===== config.mk =====
export PLATFORM = sky130hd
export DESIGN_NAME = ansi_escape_terminal_parser
export DESIGN_NICKNAME = d
export VERILOG_FILES = /design/src/aetp_pkg.sv /design/src/aetp_alu.sv /design/src/aetp_ctl.sv /design/src/ansi_escape_terminal_parser.sv
export VERILOG_INCLUDE_DIRS = /design/src /design/src/src
export SDC_FILE = /design/constraint.sdc
export NUM_CORES = 1
export LEC_CHECK = 0
export ABC_AREA = 1
export BUFFER_PORTS_ARGS = -buffer_cell sky130_fd_sc_hd__buf_2
export CORE_MARGIN = 2
export CORE_UTILIZATION = 47
export CTS_BUF_LIST = sky130_fd_sc_hd__clkbuf_8 sky130_fd_sc_hd__clkbuf_16
export CTS_CLUSTER_SIZE = 10
export DETAILED_ROUTE_END_ITERATION = 16
export PLACE_DENSITY_LB_ADDON = 0.3
export SETUP_SLACK_MARGIN = 0.4
export SYNTH_ARGS = -nofsm -noshare
export SYNTH_HDL_FRONTEND = slang
export SYNTH_SLANG_ARGS = --single-unit

===== constraint.sdc =====
create_clock -name clock -period 9.1 [get_ports clock]
set_input_delay 1.82 -clock clock [delete_from_list [all_inputs] [get_ports clock]]
set_output_delay 1.82 -clock clock [all_outputs]
set_load 0.1 [all_outputs]

===== src/ansi_escape_terminal_parser_macros.svh =====
// ----------------------------------------------------------------------------
// Assertion macros used by the aetp_ctl parser module.
// ----------------------------------------------------------------------------
`ifndef ANSI_ESCAPE_TERMINAL_PARSER_MACROS_SVH
`define ANSI_ESCAPE_TERMINAL_PARSER_MACROS_SVH

// Same-cycle implication, checked on every clock edge outside reset.
`define AETP_ASSERT_IMP(lbl, ante, cons, msg) \
   lbl: assert property (@(posedge clock) disable iff (reset) (ante) |-> (cons)) \
      else $error(msg);

// Next-cycle implication, checked on every clock edge outside reset.
`define AETP_ASSERT_NEXT(lbl, ante, cons, msg) \
   lbl: assert property (@(posedge clock) disable iff (reset) (ante) |=> (cons)) \
      else $error(msg);

`endif


===== src/aetp_pkg.sv =====
// ----------------------------------------------------------------------------
// aetp_pkg
// Types, constants and helper functions of the ANSI escape terminal parser.
// ----------------------------------------------------------------------------
package aetp_pkg;

   // Screen size limits.
   localparam int COLS = 256;
   localparam int ROWS = 1024;

   localparam int BYTE_W  = 8;
   localparam int COL_W   = 8;
   localparam int ROW_W   = 10;
   localparam int CLR_W   = 3;
   localparam int PARAM_W = 14;
   localparam int TAB_W   = 5;
   localparam int REM_W   = 4;
   localparam int CNT_W   = 5;
   localparam int ALU_W   = 18;
   localparam int CSR_IDX_W  = 2;
   localparam int CSR_DATA_W = 5;

   localparam int COL_MAX   = (COLS < 256)  ? COLS - 1 : 255;
   localparam int ROW_MAX   = (ROWS < 1024) ? ROWS - 1 : 1023;
   localparam int PARAM_MAX = 16383;
   localparam int TAB_MAX   = 16;

   // Configuration register indexes.
   localparam logic [CSR_IDX_W-1:0] CSR_TAB_WIDTH  = 2'd0;
   localparam logic [CSR_IDX_W-1:0] CSR_DEFAULT_FG = 2'd1;
   localparam logic [CSR_IDX_W-1:0] CSR_DEFAULT_BG = 2'd2;

   localparam logic [TAB_W-1:0] TAB_WIDTH_RST  = 5'd8;
   localparam logic [CLR_W-1:0] DEFAULT_FG_RST = 3'd7;
   localparam logic [CLR_W-1:0] DEFAULT_BG_RST = 3'd0;

   // Byte codes.
   localparam logic [BYTE_W-1:0] CH_ESC    = 8'h1B;
   localparam logic [BYTE_W-1:0] CH_CR     = 8'h0D;
   localparam logic [BYTE_W-1:0] CH_LF     = 8'h0A;
   localparam logic [BYTE_W-1:0] CH_BS     = 8'h08;
   localparam logic [BYTE_W-1:0] CH_TAB    = 8'h09;
   localparam logic [BYTE_W-1:0] CH_SPACE  = 8'h20;
   localparam logic [BYTE_W-1:0] CH_LBRACK = 8'h5B;
   localparam logic [BYTE_W-1:0] CH_LPAREN = 8'h28;
   localparam logic [BYTE_W-1:0] CH_SEMI   = 8'h3B;
   localparam logic [BYTE_W-1:0] CH_ZERO   = 8'h30;
   localparam logic [BYTE_W-1:0] CH_NINE   = 8'h39;
   localparam logic [BYTE_W-1:0] CH_SGR    = 8'h6D;
   localparam logic [BYTE_W-1:0] CH_J      = 8'h4A;
   localparam logic [BYTE_W-1:0] CH_K      = 8'h4B;
   localparam logic [BYTE_W-1:0] CH_UP     = 8'h41;
   localparam logic [BYTE_W-1:0] CH_DOWN   = 8'h42;
   localparam logic [BYTE_W-1:0] CH_RIGHT  = 8'h43;
   localparam logic [BYTE_W-1:0] CH_LEFT   = 8'h44;
   localparam logic [BYTE_W-1:0] CH_NULL   = 8'h00;

   typedef enum logic [1:0] {
      MODE_TEXT    = 2'd0,
      MODE_ESC     = 2'd1,
      MODE_CSI     = 2'd2,
      MODE_CHARSET = 2'd3
   } mode_type;

   typedef enum logic [1:0] {
      KIND_WRITE = 2'd0,
      KIND_CLEAR = 2'd1,
      KIND_TRUNC = 2'd2
   } kind_type;

   typedef enum logic [2:0] {
      ST_IDLE,
      ST_DECODE,
      ST_MUL,
      ST_ADD,
      ST_DIV,
      ST_TABCNT,
      ST_EMIT
   } state_type;

   // Operands of the shared adder.
   typedef struct packed {
      logic [ALU_W-1:0] a;
      logic [ALU_W-1:0] b;
      logic             sub;
   } alu_req_type;

   typedef struct packed {
      logic [ALU_W-1:0] sum;
      logic             borrow;
   } alu_rsp_type;

   typedef struct packed {
      logic [TAB_W-1:0] tab_width;
      logic [CLR_W-1:0] default_fg;
      logic [CLR_W-1:0] default_bg;
   } cfg_type;

   typedef struct packed {
      logic              valid;
      kind_type          kind;
      logic [BYTE_W-1:0] char_code;
      logic [COL_W-1:0]  column;
      logic [ROW_W-1:0]  row;
      logic [CLR_W-1:0]  fg_color;
      logic [CLR_W-1:0]  bg_color;
      logic              underline;
      logic              last;
   } emit_type;

   function automatic logic [CLR_W-1:0] colour_of(input logic [REM_W-1:0] digit);
      colour_of = (digit >= 4'd1 && digit <= 4'd7) ? digit[CLR_W-1:0] : 3'd0;
   endfunction

   function automatic logic is_printable(input logic [BYTE_W-1:0] b);
      is_printable = (b >= 8'h20 && b <= 8'h7E) || (b >= 8'hA0 && b != 8'hAD);
   endfunction

endpackage


===== src/aetp_alu.sv =====
// ----------------------------------------------------------------------------
// aetp_alu
// Shared adder and subtractor with borrow out, used by the parser's arithmetic steps.
// ----------------------------------------------------------------------------
module aetp_alu (
   input  aetp_pkg::alu_req_type alu_req,
   output aetp_pkg::alu_rsp_type alu_rsp
);

   logic [aetp_pkg::ALU_W-1:0] b_op;
   logic [aetp_pkg::ALU_W:0]   total;

   // Subtraction is a plus the ones complement of b plus one.
   assign b_op  = alu_req.sub ? ~alu_req.b : alu_req.b;
   assign total = {1'b0, alu_req.a} + {1'b0, b_op} + (aetp_pkg::ALU_W+1)'(alu_req.sub);

   assign alu_rsp.sum    = total[aetp_pkg::ALU_W-1:0];
   assign alu_rsp.borrow = alu_req.sub & ~total[aetp_pkg::ALU_W];

endmodule


===== src/aetp_ctl.sv =====
// ----------------------------------------------------------------------------
// aetp_ctl
// Parser sequencer: parse state, cursor, attributes and result generation.
// ----------------------------------------------------------------------------
`include "ansi_escape_terminal_parser_macros.svh"

module aetp_ctl (
   input  logic                          clock,
   input  logic                          reset,
   input  logic                          req_valid,
   output logic                          req_ready,
   input  logic [aetp_pkg::BYTE_W-1:0]   req_rx_byte,
   input  aetp_pkg::cfg_type             cfg,
   input  logic                          out_free,
   output aetp_pkg::emit_type            emit
);

   aetp_pkg::state_type              state_ff, state_in;
   aetp_pkg::mode_type               mode_ff, mode_in;
   aetp_pkg::kind_type               kind_ff, kind_in;
   logic [aetp_pkg::BYTE_W-1:0]      byte_ff, byte_in;
   logic [aetp_pkg::BYTE_W-1:0]      char_ff, char_in;
   logic [aetp_pkg::PARAM_W-1:0]     param_ff, param_in;
   logic [aetp_pkg::COL_W-1:0]       col_ff, col_in;
   logic [aetp_pkg::ROW_W-1:0]       row_ff, row_in;
   logic [aetp_pkg::CLR_W-1:0]       fg_ff, fg_in;
   logic [aetp_pkg::CLR_W-1:0]       bg_ff, bg_in;
   logic                             ul_ff, ul_in;
   logic [aetp_pkg::ALU_W-1:0]       acc_ff, acc_in;
   logic [aetp_pkg::REM_W-1:0]       rem_ff, rem_in;
   logic [2:0]                       bit_ff, bit_in;
   logic [aetp_pkg::CNT_W-1:0]       cnt_ff, cnt_in;

   aetp_pkg::alu_req_type            alu_req;
   aetp_pkg::alu_rsp_type            alu_rsp;
   logic [aetp_pkg::TAB_W-1:0]       tab_w;
   logic [aetp_pkg::REM_W:0]         div_sh;
   logic                             is_digit;
   logic [aetp_pkg::ALU_W-1:0]       row_max_x;
   logic [aetp_pkg::ALU_W-1:0]       col_max_x;

   aetp_alu u_alu (
      .alu_req (alu_req),
      .alu_rsp (alu_rsp)
   );

   // Tab widths outside 1 to 16 are folded into that range.
   assign tab_w = (cfg.tab_width == '0) ? aetp_pkg::TAB_W'(1) :
                  (cfg.tab_width > aetp_pkg::TAB_W'(aetp_pkg::TAB_MAX)) ?
                  aetp_pkg::TAB_W'(aetp_pkg::TAB_MAX) : cfg.tab_width;

   // Partial remainder of column mod tab width, one column bit per step.
   assign div_sh    = {rem_ff, col_ff[bit_ff]};
   assign is_digit  = (byte_ff >= aetp_pkg::CH_ZERO) && (byte_ff <= aetp_pkg::CH_NINE);
   assign row_max_x = aetp_pkg::ALU_W'(aetp_pkg::ROW_MAX);
   assign col_max_x = aetp_pkg::ALU_W'(aetp_pkg::COL_MAX);

   always_ff @(posedge clock) begin
      if (reset) begin
         state_ff <= aetp_pkg::ST_IDLE;
         mode_ff  <= aetp_pkg::MODE_TEXT;
         param_ff <= '0;
         col_ff   <= '0;
         row_ff   <= '0;
         fg_ff    <= aetp_pkg::DEFAULT_FG_RST;
         bg_ff    <= aetp_pkg::DEFAULT_BG_RST;
         ul_ff    <= 1'b0;
         cnt_ff   <= '0;
      end else begin
         state_ff <= state_in;
         mode_ff  <= mode_in;
         param_ff <= param_in;
         col_ff   <= col_in;
         row_ff   <= row_in;
         fg_ff    <= fg_in;
         bg_ff    <= bg_in;
         ul_ff    <= ul_in;
         cnt_ff   <= cnt_in;
      end
   end

   always_ff @(posedge clock) begin
      kind_ff <= kind_in;
      byte_ff <= byte_in;
      char_ff <= char_in;
      acc_ff  <= acc_in;
      rem_ff  <= rem_in;
      bit_ff  <= bit_in;
   end

   // Operand selection for the shared adder.
   always_comb begin
      alu_req.a   = '0;
      alu_req.b   = '0;
      alu_req.sub = 1'b0;
      case (state_ff)
         aetp_pkg::ST_DECODE: begin
            case (mode_ff)
               aetp_pkg::MODE_TEXT: begin
                  if (byte_ff == aetp_pkg::CH_LF) begin
                     alu_req.a = aetp_pkg::ALU_W'(row_ff);
                     alu_req.b = aetp_pkg::ALU_W'(1);
                  end else if (byte_ff == aetp_pkg::CH_BS) begin
                     alu_req.a   = aetp_pkg::ALU_W'(col_ff);
                     alu_req.b   = aetp_pkg::ALU_W'(1);
                     alu_req.sub = 1'b1;
                  end
               end
               aetp_pkg::MODE_CSI: begin
                  if (byte_ff == aetp_pkg::CH_SEMI || byte_ff == aetp_pkg::CH_SGR) begin
                     alu_req.a   = aetp_pkg::ALU_W'(param_ff);
                     alu_req.b   = (param_ff < aetp_pkg::PARAM_W'(40)) ?
                                   aetp_pkg::ALU_W'(30) : aetp_pkg::ALU_W'(40);
                     alu_req.sub = 1'b1;
                  end else if (byte_ff == aetp_pkg::CH_UP ||
                               byte_ff == aetp_pkg::CH_DOWN) begin
                     alu_req.a   = aetp_pkg::ALU_W'(row_ff);
                     alu_req.b   = aetp_pkg::ALU_W'(param_ff);
                     alu_req.sub = (byte_ff == aetp_pkg::CH_UP);
                  end else if (byte_ff == aetp_pkg::CH_RIGHT ||
                               byte_ff == aetp_pkg::CH_LEFT) begin
                     alu_req.a   = aetp_pkg::ALU_W'(col_ff);
                     alu_req.b   = aetp_pkg::ALU_W'(param_ff);
                     alu_req.sub = (byte_ff == aetp_pkg::CH_LEFT);
                  end
               end
               default: begin
                  alu_req.a = '0;
               end
            endcase
         end
         aetp_pkg::ST_MUL: begin
            alu_req.a = aetp_pkg::ALU_W'({param_ff, 3'b000});
            alu_req.b = aetp_pkg::ALU_W'({param_ff, 1'b0});
         end
         aetp_pkg::ST_ADD: begin
            alu_req.a = acc_ff;
            alu_req.b = aetp_pkg::ALU_W'(byte_ff[3:0]);
         end
         aetp_pkg::ST_DIV: begin
            alu_req.a   = aetp_pkg::ALU_W'(div_sh);
            alu_req.b   = aetp_pkg::ALU_W'(tab_w);
            alu_req.sub = 1'b1;
         end
         aetp_pkg::ST_TABCNT: begin
            alu_req.a   = aetp_pkg::ALU_W'(tab_w);
            alu_req.b   = aetp_pkg::ALU_W'(rem_ff);
            alu_req.sub = 1'b1;
         end
         aetp_pkg::ST_EMIT: begin
            alu_req.a = aetp_pkg::ALU_W'(col_ff);
            alu_req.b = aetp_pkg::ALU_W'(1);
         end
         default: begin
            alu_req.a = '0;
         end
      endcase
   end

   // Sequencer: next state, parser state updates and result generation.
   always_comb begin
      state_in = state_ff;
      mode_in  = mode_ff;
      kind_in  = kind_ff;
      byte_in  = byte_ff;
      char_in  = char_ff;
      param_in = param_ff;
      col_in   = col_ff;
      row_in   = row_ff;
      fg_in    = fg_ff;
      bg_in    = bg_ff;
      ul_in    = ul_ff;
      acc_in   = acc_ff;
      rem_in   = rem_ff;
      bit_in   = bit_ff;
      cnt_in   = cnt_ff;
      req_ready = 1'b0;

      emit.valid     = 1'b0;
      emit.kind      = kind_ff;
      emit.char_code = char_ff;
      emit.column    = col_ff;
      emit.row       = row_ff;
      emit.fg_color  = fg_ff;
      emit.bg_color  = bg_ff;
      emit.underline = ul_ff;
      emit.last      = (cnt_ff == aetp_pkg::CNT_W'(1));

      case (state_ff)
         aetp_pkg::ST_IDLE: begin
            req_ready = 1'b1;
            if (req_valid) begin
               byte_in  = req_rx_byte;
               state_in = aetp_pkg::ST_DECODE;
            end
         end

         aetp_pkg::ST_DECODE: begin
            state_in = aetp_pkg::ST_IDLE;
            case (mode_ff)
               aetp_pkg::MODE_TEXT: begin
                  if (byte_ff == aetp_pkg::CH_ESC) begin
                     mode_in = aetp_pkg::MODE_ESC;
                  end else if (byte_ff == aetp_pkg::CH_CR) begin
                     col_in = '0;
                  end else if (byte_ff == aetp_pkg::CH_LF) begin
                     col_in = '0;
                     row_in = (alu_rsp.sum >= row_max_x) ?
                              aetp_pkg::ROW_W'(aetp_pkg::ROW_MAX) :
                              alu_rsp.sum[aetp_pkg::ROW_W-1:0];
                  end else if (byte_ff == aetp_pkg::CH_BS) begin
                     col_in = alu_rsp.borrow ? '0 : alu_rsp.sum[aetp_pkg::COL_W-1:0];
                  end else if (byte_ff == aetp_pkg::CH_TAB) begin
                     rem_in   = '0;
                     bit_in   = 3'd7;
                     state_in = aetp_pkg::ST_DIV;
                  end else if (aetp_pkg::is_printable(byte_ff)) begin
                     kind_in  = aetp_pkg::KIND_WRITE;
                     char_in  = byte_ff;
                     cnt_in   = aetp_pkg::CNT_W'(1);
                     state_in = aetp_pkg::ST_EMIT;
                  end
               end
               aetp_pkg::MODE_ESC: begin
                  param_in = '0;
                  if (byte_ff == aetp_pkg::CH_LBRACK) begin
                     mode_in = aetp_pkg::MODE_CSI;
                  end else if (byte_ff == aetp_pkg::CH_LPAREN) begin
                     mode_in = aetp_pkg::MODE_CHARSET;
                  end else begin
                     mode_in = aetp_pkg::MODE_TEXT;
                  end
               end
               aetp_pkg::MODE_CSI: begin
                  if (is_digit) begin
                     state_in = aetp_pkg::ST_MUL;
                  end else if (byte_ff == aetp_pkg::CH_SEMI ||
                               byte_ff == aetp_pkg::CH_SGR) begin
                     // Select graphic rendition with the parameter so far.
                     if (param_ff == '0) begin
                        fg_in = cfg.default_fg;
                        bg_in = cfg.default_bg;
                        ul_in = 1'b0;
                     end else if (param_ff == aetp_pkg::PARAM_W'(4)) begin
                        ul_in = 1'b1;
                     end else if (param_ff == aetp_pkg::PARAM_W'(7)) begin
                        fg_in = bg_ff;
                        bg_in = fg_ff;
                     end else if (param_ff >= aetp_pkg::PARAM_W'(30) &&
                                  param_ff <= aetp_pkg::PARAM_W'(39)) begin
                        fg_in = aetp_pkg::colour_of(alu_rsp.sum[aetp_pkg::REM_W-1:0]);
                     end else if (param_ff >= aetp_pkg::PARAM_W'(40) &&
                                  param_ff <= aetp_pkg::PARAM_W'(49)) begin
                        bg_in = aetp_pkg::colour_of(alu_rsp.sum[aetp_pkg::REM_W-1:0]);
                     end
                     if (byte_ff == aetp_pkg::CH_SEMI) begin
                        param_in = '0;
                     end else begin
                        mode_in = aetp_pkg::MODE_TEXT;
                     end
                  end else begin
                     mode_in = aetp_pkg::MODE_TEXT;
                     if (byte_ff == aetp_pkg::CH_J) begin
                        kind_in  = aetp_pkg::KIND_TRUNC;
                        char_in  = aetp_pkg::CH_NULL;
                        cnt_in   = aetp_pkg::CNT_W'(1);
                        state_in = aetp_pkg::ST_EMIT;
                     end else if (byte_ff == aetp_pkg::CH_K) begin
                        kind_in  = aetp_pkg::KIND_CLEAR;
                        char_in  = aetp_pkg::CH_NULL;
                        cnt_in   = aetp_pkg::CNT_W'(1);
                        state_in = aetp_pkg::ST_EMIT;
                     end else if (byte_ff == aetp_pkg::CH_UP) begin
                        row_in = alu_rsp.borrow ? '0 : alu_rsp.sum[aetp_pkg::ROW_W-1:0];
                     end else if (byte_ff == aetp_pkg::CH_DOWN) begin
                        row_in = (alu_rsp.sum >= row_max_x) ?
                                 aetp_pkg::ROW_W'(aetp_pkg::ROW_MAX) :
                                 alu_rsp.sum[aetp_pkg::ROW_W-1:0];
                     end else if (byte_ff == aetp_pkg::CH_RIGHT) begin
                        col_in = (alu_rsp.sum >= col_max_x) ?
                                 aetp_pkg::COL_W'(aetp_pkg::COL_MAX) :
                                 alu_rsp.sum[aetp_pkg::COL_W-1:0];
                     end else if (byte_ff == aetp_pkg::CH_LEFT) begin
                        col_in = alu_rsp.borrow ? '0 : alu_rsp.sum[aetp_pkg::COL_W-1:0];
                     end
                  end
               end
               aetp_pkg::MODE_CHARSET: begin
                  fg_in   = cfg.default_fg;
                  bg_in   = cfg.default_bg;
                  ul_in   = 1'b0;
                  mode_in = aetp_pkg::MODE_TEXT;
               end
               default: begin
                  mode_in = aetp_pkg::MODE_TEXT;
               end
            endcase
         end

         // Parameter times ten as eight times plus two times.
         aetp_pkg::ST_MUL: begin
            acc_in   = alu_rsp.sum;
            state_in = aetp_pkg::ST_ADD;
         end

         aetp_pkg::ST_ADD: begin
            param_in = (alu_rsp.sum > aetp_pkg::ALU_W'(aetp_pkg::PARAM_MAX)) ?
                       aetp_pkg::PARAM_W'(aetp_pkg::PARAM_MAX) :
                       alu_rsp.sum[aetp_pkg::PARAM_W-1:0];
            state_in = aetp_pkg::ST_IDLE;
         end

         // Restoring division step; only the remainder is kept.
         aetp_pkg::ST_DIV: begin
            rem_in = alu_rsp.borrow ? div_sh[aetp_pkg::REM_W-1:0] :
                                      alu_rsp.sum[aetp_pkg::REM_W-1:0];
            bit_in = bit_ff - 3'd1;
            if (bit_ff == 3'd0) begin
               state_in = aetp_pkg::ST_TABCNT;
            end
         end

         aetp_pkg::ST_TABCNT: begin
            cnt_in   = alu_rsp.sum[aetp_pkg::CNT_W-1:0];
            kind_in  = aetp_pkg::KIND_WRITE;
            char_in  = aetp_pkg::CH_SPACE;
            state_in = aetp_pkg::ST_EMIT;
         end

         aetp_pkg::ST_EMIT: begin
            if (out_free) begin
               emit.valid = 1'b1;
               cnt_in     = cnt_ff - aetp_pkg::CNT_W'(1);
               if (kind_ff == aetp_pkg::KIND_WRITE) begin
                  col_in = (alu_rsp.sum >= col_max_x) ?
                           aetp_pkg::COL_W'(aetp_pkg::COL_MAX) :
                           alu_rsp.sum[aetp_pkg::COL_W-1:0];
               end
               if (cnt_ff == aetp_pkg::CNT_W'(1)) begin
                  state_in = aetp_pkg::ST_IDLE;
               end
            end
         end

         default: begin
            state_in = aetp_pkg::ST_IDLE;
         end
      endcase
   end

   `AETP_ASSERT_IMP(a_emit_needs_slot, emit.valid, out_free, "result emitted into a full output register")
   `AETP_ASSERT_IMP(a_emit_count, state_ff == aetp_pkg::ST_EMIT, cnt_ff != '0, "emit state with no results left")
   `AETP_ASSERT_IMP(a_col_limit, 1'b1, col_ff <= aetp_pkg::COL_W'(aetp_pkg::COL_MAX), "cursor column beyond limit")
   `AETP_ASSERT_IMP(a_row_limit, 1'b1, row_ff <= aetp_pkg::ROW_W'(aetp_pkg::ROW_MAX), "cursor row beyond limit")
   `AETP_ASSERT_NEXT(a_accept_decode, req_valid && req_ready, state_ff == aetp_pkg::ST_DECODE, "accepted byte not decoded")

endmodule


===== src/ansi_escape_terminal_parser.sv =====
// ----------------------------------------------------------------------------
// ansi_escape_terminal_parser
// VT100/ANSI escape sequence parser producing character and line commands.
// ----------------------------------------------------------------------------
// Usage:
// Received bytes enter on the req_ channel, one byte per transaction. Each
// byte produces zero or more result transactions on the rsp_ channel:
// character writes with the current cursor position and attributes, line
// clear and line truncate commands. rsp_last marks the final result of a byte.
// The csr_ port writes tab_width, default_fg and default_bg; writes take
// effect at once and are meant to happen while no byte is in flight.
// Timing: req_ready is high only while the parser is waiting for a byte. A
// plain byte passes the decode state; a printable byte or a J/K command then
// goes to the emit state, and its result is valid in the output register on
// the cycle after it is emitted. A CSI parameter digit passes the multiply
// and add states (times ten, then add, through the one shared adder). A tab
// runs the division state on column mod tab_width, one column bit per cycle
// via the same adder, then the space count state, then emits up to 16 spaces.
// If the receiver stalls, the pending result waits in the output register
// and the sequencer holds until that register frees up.
// Reset clears the cursor, the parameter and the parse mode, restores the
// register defaults and the default colors, and empties the output register.
// ----------------------------------------------------------------------------
module ansi_escape_terminal_parser (
   input  logic                                clock,
   input  logic                                reset,
   input  logic                                req_valid,
   output logic                                req_ready,
   input  logic [aetp_pkg::BYTE_W-1:0]         req_rx_byte,
   output logic                                rsp_valid,
   input  logic                                rsp_ready,
   output logic [1:0]                          rsp_kind,
   output logic [aetp_pkg::BYTE_W-1:0]         rsp_char_code,
   output logic [aetp_pkg::COL_W-1:0]          rsp_column,
   output logic [aetp_pkg::ROW_W-1:0]          rsp_row,
   output logic [aetp_pkg::CLR_W-1:0]          rsp_fg_color,
   output logic [aetp_pkg::CLR_W-1:0]          rsp_bg_color,
   output logic                                rsp_underline,
   output logic                                rsp_last,
   input  logic                                csr_we,
   input  logic [aetp_pkg::CSR_IDX_W-1:0]      csr_index,
   input  logic [aetp_pkg::CSR_DATA_W-1:0]     csr_wdata
);

   aetp_pkg::cfg_type   cfg_ff, cfg_in;
   aetp_pkg::emit_type  emit;
   logic                out_free;

   // Output register: valid flag plus the payload of one result transaction.
   logic                              rsp_valid_ff, rsp_valid_in;
   logic [1:0]                        rsp_kind_ff;
   logic [aetp_pkg::BYTE_W-1:0]       rsp_char_ff;
   logic [aetp_pkg::COL_W-1:0]        rsp_col_ff;
   logic [aetp_pkg::ROW_W-1:0]        rsp_row_ff;
   logic [aetp_pkg::CLR_W-1:0]        rsp_fg_ff;
   logic [aetp_pkg::CLR_W-1:0]        rsp_bg_ff;
   logic                              rsp_ul_ff;
   logic                              rsp_last_ff;

   // Configuration registers; an index past the list is ignored.
   always_comb begin
      cfg_in = cfg_ff;
      if (csr_we) begin
         case (csr_index)
            aetp_pkg::CSR_TAB_WIDTH:  cfg_in.tab_width  = csr_wdata;
            aetp_pkg::CSR_DEFAULT_FG: cfg_in.default_fg = csr_wdata[aetp_pkg::CLR_W-1:0];
            aetp_pkg::CSR_DEFAULT_BG: cfg_in.default_bg = csr_wdata[aetp_pkg::CLR_W-1:0];
            default:                  cfg_in = cfg_ff;
         endcase
      end
   end

   always_ff @(posedge clock) begin
      if (reset) begin
         cfg_ff.tab_width  <= aetp_pkg::TAB_WIDTH_RST;
         cfg_ff.default_fg <= aetp_pkg::DEFAULT_FG_RST;
         cfg_ff.default_bg <= aetp_pkg::DEFAULT_BG_RST;
      end else begin
         cfg_ff <= cfg_in;
      end
   end

   // The sequencer may load a new result when the register is empty or
   // its current transaction completes in this cycle.
   assign out_free     = ~rsp_valid_ff | rsp_ready;
   assign rsp_valid_in = emit.valid | (rsp_valid_ff & ~rsp_ready);

   always_ff @(posedge clock) begin
      if (reset) begin
         rsp_valid_ff <= 1'b0;
      end else begin
         rsp_valid_ff <= rsp_valid_in;
      end
   end

   always_ff @(posedge clock) begin
      if (emit.valid) begin
         rsp_kind_ff <= emit.kind;
         rsp_char_ff <= emit.char_code;
         rsp_col_ff  <= emit.column;
         rsp_row_ff  <= emit.row;
         rsp_fg_ff   <= emit.fg_color;
         rsp_bg_ff   <= emit.bg_color;
         rsp_ul_ff   <= emit.underline;
         rsp_last_ff <= emit.last;
      end
   end

   aetp_ctl u_ctl (
      .clock       (clock),
      .reset       (reset),
      .req_valid   (req_valid),
      .req_ready   (req_ready),
      .req_rx_byte (req_rx_byte),
      .cfg         (cfg_ff),
      .out_free    (out_free),
      .emit        (emit)
   );

   assign rsp_valid     = rsp_valid_ff;
   assign rsp_kind      = rsp_kind_ff;
   assign rsp_char_code = rsp_char_ff;
   assign rsp_column    = rsp_col_ff;
   assign rsp_row       = rsp_row_ff;
   assign rsp_fg_color  = rsp_fg_ff;
   assign rsp_bg_color  = rsp_bg_ff;
   assign rsp_underline = rsp_ul_ff;
   assign rsp_last      = rsp_last_ff;

endmodule

* Yosys cells after proc, flatten, opt, wreduce, memory -nomap -nowiden
Index checks and enable logic that the tools add are counted.
** Storage, ports and cells
- Register bits after elaboration :: 140
- Input bits :: 20
- Output and inout port bits :: 38
- Word-level logic and storage cells :: 324
** Operators by class
- Add/sub/neg operators :: 4
- $lt $le $gt $ge :: 17
- Eq/ne operators :: 76
- Muxes and demuxes :: 152
- Bitwise logic cells :: 8
- Reduce and logical (&&, ||, !) cells :: 40
** Operators by type and width (count)
- one-hot mux 18 bit (6 select lines) :: 2
- two-way mux 8 bit :: 26
- two-way mux 10 bit :: 11
- two-way mux 3 bit :: 34
- two-way mux 5 bit :: 13
- == test 8 x 7 -> 1 bit, second input constant :: 8
- one-hot mux 8 bit (2 select lines) :: 4
- two-way mux 14 bit :: 4
- one-hot mux 14 bit (2 select lines) :: 2
- two-way mux 27 bit :: 2
- inequality test 3 bit, second input constant :: 14
- one-hot mux 19 bit (2 select lines) :: 1
- two-way mux 37 bit :: 1
- two-way mux 36 bit :: 1
- one-hot mux 18 bit (2 select lines) :: 1
- == test 8 x 4 -> 1 bit, second input constant :: 4
- two-way mux 2 bit :: 16
- two-way mux 29 bit :: 1
- == test 14 x 3 -> 1 bit, second input constant :: 2
- <= comparator 14 x 6 -> 1 bit, second input constant :: 2
- two-way mux 4 bit :: 7
- inequality test 2 bit, second input constant :: 14
- one-hot mux 3 bit (2 select lines) :: 4
- one-hot mux 10 bit (2 select lines) :: 1
- 66 further kinds :: 122

* Longest topological paths before layout
- Depth in word-level cells :: 24
- Mapped depth :: 31
- Gate-level depth less buffers :: 29

* Cells and area by module
Synthesis repeated with hierarchy kept, for this count alone.
** Unflattened totals
- Cells, all modules :: 1223
- Area total of the unflattened synthesis :: 8888.5 um^2
** Modules (own cells, without submodules)
- aetp_ctl :: instances 1, cells an instance 893, area an instance 5992.0 um^2, sequential area each 2272.2 um^2
- ansi_escape_terminal_parser :: instances 1, cells an instance 108, area an instance 1595.3 um^2, sequential area each 1321.3 um^2
- aetp_alu :: instances 1, cells an instance 222, area an instance 1301.2 um^2, sequential area each 0.0 um^2

* Worst setup path after synthesis
No wires, ideal clock.
- Kind :: input to register
- Start point :: input port rsp_ready
- End point :: register u_ctl.cnt_ff[0] in the netlist's numbering
- Library setup time :: 0.070 ns
- Arrival time :: 4.266 ns
- Path slack :: 4.764 ns
- Stages on the path :: 6
- Path buffers :: 0
- Cells stage by stage :: nor2_1 nor2_1 nor2_1 a31oi_1 o21ai_0 a21oi_1
** Between the ends
- Longest elaborated chain between the ends :: 3
** RTL lines
- start: declaration :: RTL line ansi_escape_terminal_parser.sv:31 : input logic rsp_ready,
- bitwise OR 1 bit :: RTL line ansi_escape_terminal_parser.sv:85 : assign out_free = ~rsp_valid_ff | rsp_ready;
- inequality test 2 bit (no line)
- AND reduction 12 bit (no line)
- end signal: assignment :: RTL line aetp_ctl.sv:78 : cnt_ff <= cnt_in;
- end: declaration :: RTL line aetp_ctl.sv:32 : logic [aetp_pkg::CNT_W-1:0] cnt_ff, cnt_in;
No other way between the ends.
A chain may end at the register's enable or synchronous reset.

* Worst setup path in the final report
- Start point :: register u_ctl.mode_ff[0]
- End point :: register u_ctl.param_ff[0] in the netlist's numbering
** Between the ends
- Longest elaborated chain between the ends :: 10
** RTL lines
- start: declaration :: RTL line aetp_ctl.sv:19 : aetp_pkg::mode_type mode_ff, mode_in;
- start signal: assignment :: RTL line aetp_ctl.sv:61 : mode_ff <= aetp_pkg::MODE_TEXT;
- start signal: assignment :: RTL line aetp_ctl.sv:71 : mode_ff <= mode_in;
- == test 2 bit or zero test 2 bit (tied branches) :: RTL line aetp_ctl.sv:98, aetp_ctl.sv:200
- one-hot mux 19 bit (2 select lines) :: RTL line aetp_ctl.sv:98 : case (mode_ff)
- one-hot mux 18 bit (6 select lines) :: RTL line aetp_ctl.sv:96 : case (state_ff)
- inverter 18 bit :: RTL line aetp_alu.sv:14 : assign b_op = alu_req.sub ? ~alu_req.b : alu_req.b;
- two-way mux 18 bit :: RTL line aetp_alu.sv:14
- adder 18 x 18 -> 19 bit :: RTL line aetp_alu.sv:15 : assign total = {1'b0, alu_req.a} + {1'b0, b_op} + (aetp_pkg::ALU_W+1)'(alu_req.sub);
- adder 19 x 1 -> 19 bit :: RTL line aetp_alu.sv:15
- greater-than comparator 18 x 14 -> 1 bit :: RTL line aetp_ctl.sv:307 : param_in = (alu_rsp.sum > aetp_pkg::ALU_W'(aetp_pkg::PARAM_MAX)) ?
- two-way mux 14 bit :: RTL line aetp_ctl.sv:307
- one-hot mux 14 bit (2 select lines) :: RTL line aetp_ctl.sv:189 : case (state_ff)
- end signal: assignment :: RTL line aetp_ctl.sv:72 : param_ff <= param_in;
- end: declaration :: RTL line aetp_ctl.sv:23 : logic [aetp_pkg::PARAM_W-1:0] param_ff, param_in;
Several ways; a longest one is shown, not always the timed one.

==> out/results.ini <==
[placement]
hpwl_mm=18.1
dp_slack_ns=3.02
io_buffers=57
gp_routability_congestion=0.996

[timing]
whs_ns=0.419
setup_ws_ns=2.92
finalSetupTns_ns=0
relSlewSlack=0.216
fin_crit_ns=6.18
finalHoldViolCount=0
fin_skew_ns=0.0103
worst_pin_slew_ns=1.17
finalMaxSlewViolations=0
clock.fmax_mhz=162
setup_violations=0
rsz0062_at_grt=no
finalCritPeriodShare=0.679

[clock_tree]
postCtsHoldBufs=0
cts_resized=0
post-cts-setup-buffer-count=0
max-clock-path-buffers=2
cts.sinks=140
root_buffer=clkbuf_16
tritoncts=yes
clk_latency_ns=0.43
h-tree-depth=4
cts_made_buffers=17
clk_pin_slew_ns=0.06

[drt]
wirelength_mm=24.4
detail_route.wl_per_cell_microns=17.9
avgViaCountPerCell=5.73
drtPass1Iterations=6
vias=7816
drc_errors=0
dr.first_iter.drc_count=834
antenna_left=0

[synthesis]
synth_cells=1072
syn_area_sq_mm=0.00827
ys_ff_latch=140
avgSynthCellArea_sq_um=7.71
synth_edf_count=79
async_flop_share=0
synthesis.nets=1119
netlist-cell-type-count=51
ys_warn_count=0
yosysSeqAreaShare=0.435
synth_ff_type=edfxtp_1

[critical_path]
worstSetupPathType=reg2reg
end_kind=flip-flop
startpoint=u_ctl.mode_ff[0]$_SDFFE_PP0P_
required_ns=9.38
path_delay_family=compound AO/OA/AOI/OAI gates
slowest_stage=o22ai_1
r2r-end=u_ctl.param_ff[0]$_SDFFE_PP0P_
start_kind=flip-flop
worstPathMaxFanout=18
path_cells=inv_1 > ha_1 > clkinv_1 > nor2_1 > inv_1 > o22ai_1 > a221oi_1 > o311ai_0 > ha_1 > a21oi_1 > a21boi_1 > o21ai_1 > a21boi_1 > o21ai_1 > a21boi_0 > xor2_1 > nand3_2 > nor2_4 > inv_2 > o21ai_0 > a21oi_1
worstReg2RegStart=u_ctl.mode_ff[0]$_SDFFE_PP0P_
cp_slowest_stage_delay_ns=0.67
crit_arrival_ns=6.46
ff2ff_path_depth=21
rrSetupSlack_ns=2.92
path_buf_inv=4

[finish]
layout.nets=1174
multiInputGateArea_sq_mm=0.00402
fill_cells=1648
regArea_sq_mm=0.00359
final_util=0.542
antenna_cells=0
final_common_cell=nand2_1
syn2layout_area_growth_pct=13.0
drive_gt1_frac=0.112
mostFrequentLayoutCells=nand2_1 (227), inv_1 (140), a21oi_1 (107)

[worst_hold_path]
hold_start=u_ctl.char_ff[7]$_SDFFCE_PP0P_
hold_path_end=rsp_char_code[7]$_DFFE_PP_
hold_path_depth=0
hp-class=reg2reg

[floorplan]
initial_core_util=0.480
core_area_sq_mm=0.0172
die_h_microns=137
rows=48
ioPinCount=58
die_w_microns=137
dieArea_sq_mm=0.0187

[job]
cap_viol_max_count=0

[global_routing]
grt_remaining_overflow=0
grt_pass1_wl_mm=38.0
grt_max_degree=34
antenna_found_initial=1
gr-usage-all-layers=0.268
grt_pass1_vias=7197

[power]
p_per_area_mw_per_mm2=301
p_leak_nw=3.97
peakVddDrop_mv=0.195

[run_status]
status=finished clean

flip-flops by register name (all words and copies together), names as in the netlist, 4 cells and up:
register        count
cfg_ff             11
rsp_char_code       8
rsp_column          8
rsp_row            10
u_ctl.acc_ff       18
u_ctl.byte_ff       8
u_ctl.char_ff       8
u_ctl.cnt_ff        5
u_ctl.col_ff        8
u_ctl.param_ff     14
u_ctl.rem_ff        4
u_ctl.row_ff       10
cells by family after synthesis:
logic type | share of synthesized area
AOI/OAI and AO/OA | 0.181
xor gates and xnor gates | 0.0274
adders and majority gates | 0.0418
buffers and inverters | 0.0826
DFF | 0.435
and+or+nand+nor | 0.233
through the flow:
step / power (mW) / cell area [sq um] / std cells
2_1_floorplan: 1.80 / 8270 / 1072
3_5_place_dp: 2.12 / 8770 / 1333
6_report: 2.81 / 9340 / 1365
3_3_place_gp: 2.12 / 8770 / 1333
5_1_grt: 2.96 / 9340 / 1365
4_1_cts: 2.78 / 9340 / 1365
final cells by class:
class,count,area share
Clock inverter,12,0.0107
Multi-Input combinational cell,760,0.431
Clock buffer,20,0.0500
Inverter,145,0.0583
Sequential cell,140,0.385
Timing Repair Buffer,63,0.0354
Tap cell,225,0.0301
power breakdown:
part           total (mW)  internal, mW  switching (mW)
logic                1.24         0.324           0.914
clock network       0.665         0.395           0.271
registers           0.905         0.815          0.0903
synthesized netlist by cell type, types with 10 or more instances:
master | n | area share
a21oi_1 | 107 | 0.065
ha_1 | 26 | 0.039
nor2_1 | 104 | 0.047
clkbuf_1 | 16 | 0.0073
nand3_1 | 40 | 0.024
xnor2_1 | 14 | 0.015
o21ai_0 | 86 | 0.052
inv_1 | 138 | 0.063
nand4_1 | 26 | 0.020
nor3_1 | 13 | 0.0079
o211ai_1 | 14 | 0.013
edfxtp_1 | 79 | 0.29
dfxtp_1 | 61 | 0.15
xor2_1 | 10 | 0.011
o21ai_1 | 13 | 0.0079
nand2_1 | 227 | 0.10
routing by layer:
layer,track usage,wire length (microns),vias up
met5,0,13,-
met4,0.0990,818,2
met3,0.0619,1950,69
met2,0.433,11300,347
met1,0.350,10400,3644
li1,-,-,3754
how the worst max path moves through the flow:
stage | slack [ns] | endpoint | cells after the start
floorplan | 4.76 | u_ctl.cnt_ff[0]$_SDFFE_PP0P_ | 6
global placement | 3.10 | u_ctl.param_ff[1]$_SDFFE_PP0P_ | 21
detailed placement | 3.02 | u_ctl.param_ff[0]$_SDFFE_PP0P_ | 21
CTS | 3.01 | u_ctl.param_ff[0]$_SDFFE_PP0P_ | 21
global route | 2.36 | u_ctl.param_ff[2]$_SDFFE_PP0P_ | 21
finish | 2.92 | u_ctl.param_ff[0]$_SDFFE_PP0P_ | 21
Note: power is estimated with default switching activity, not from simulation.
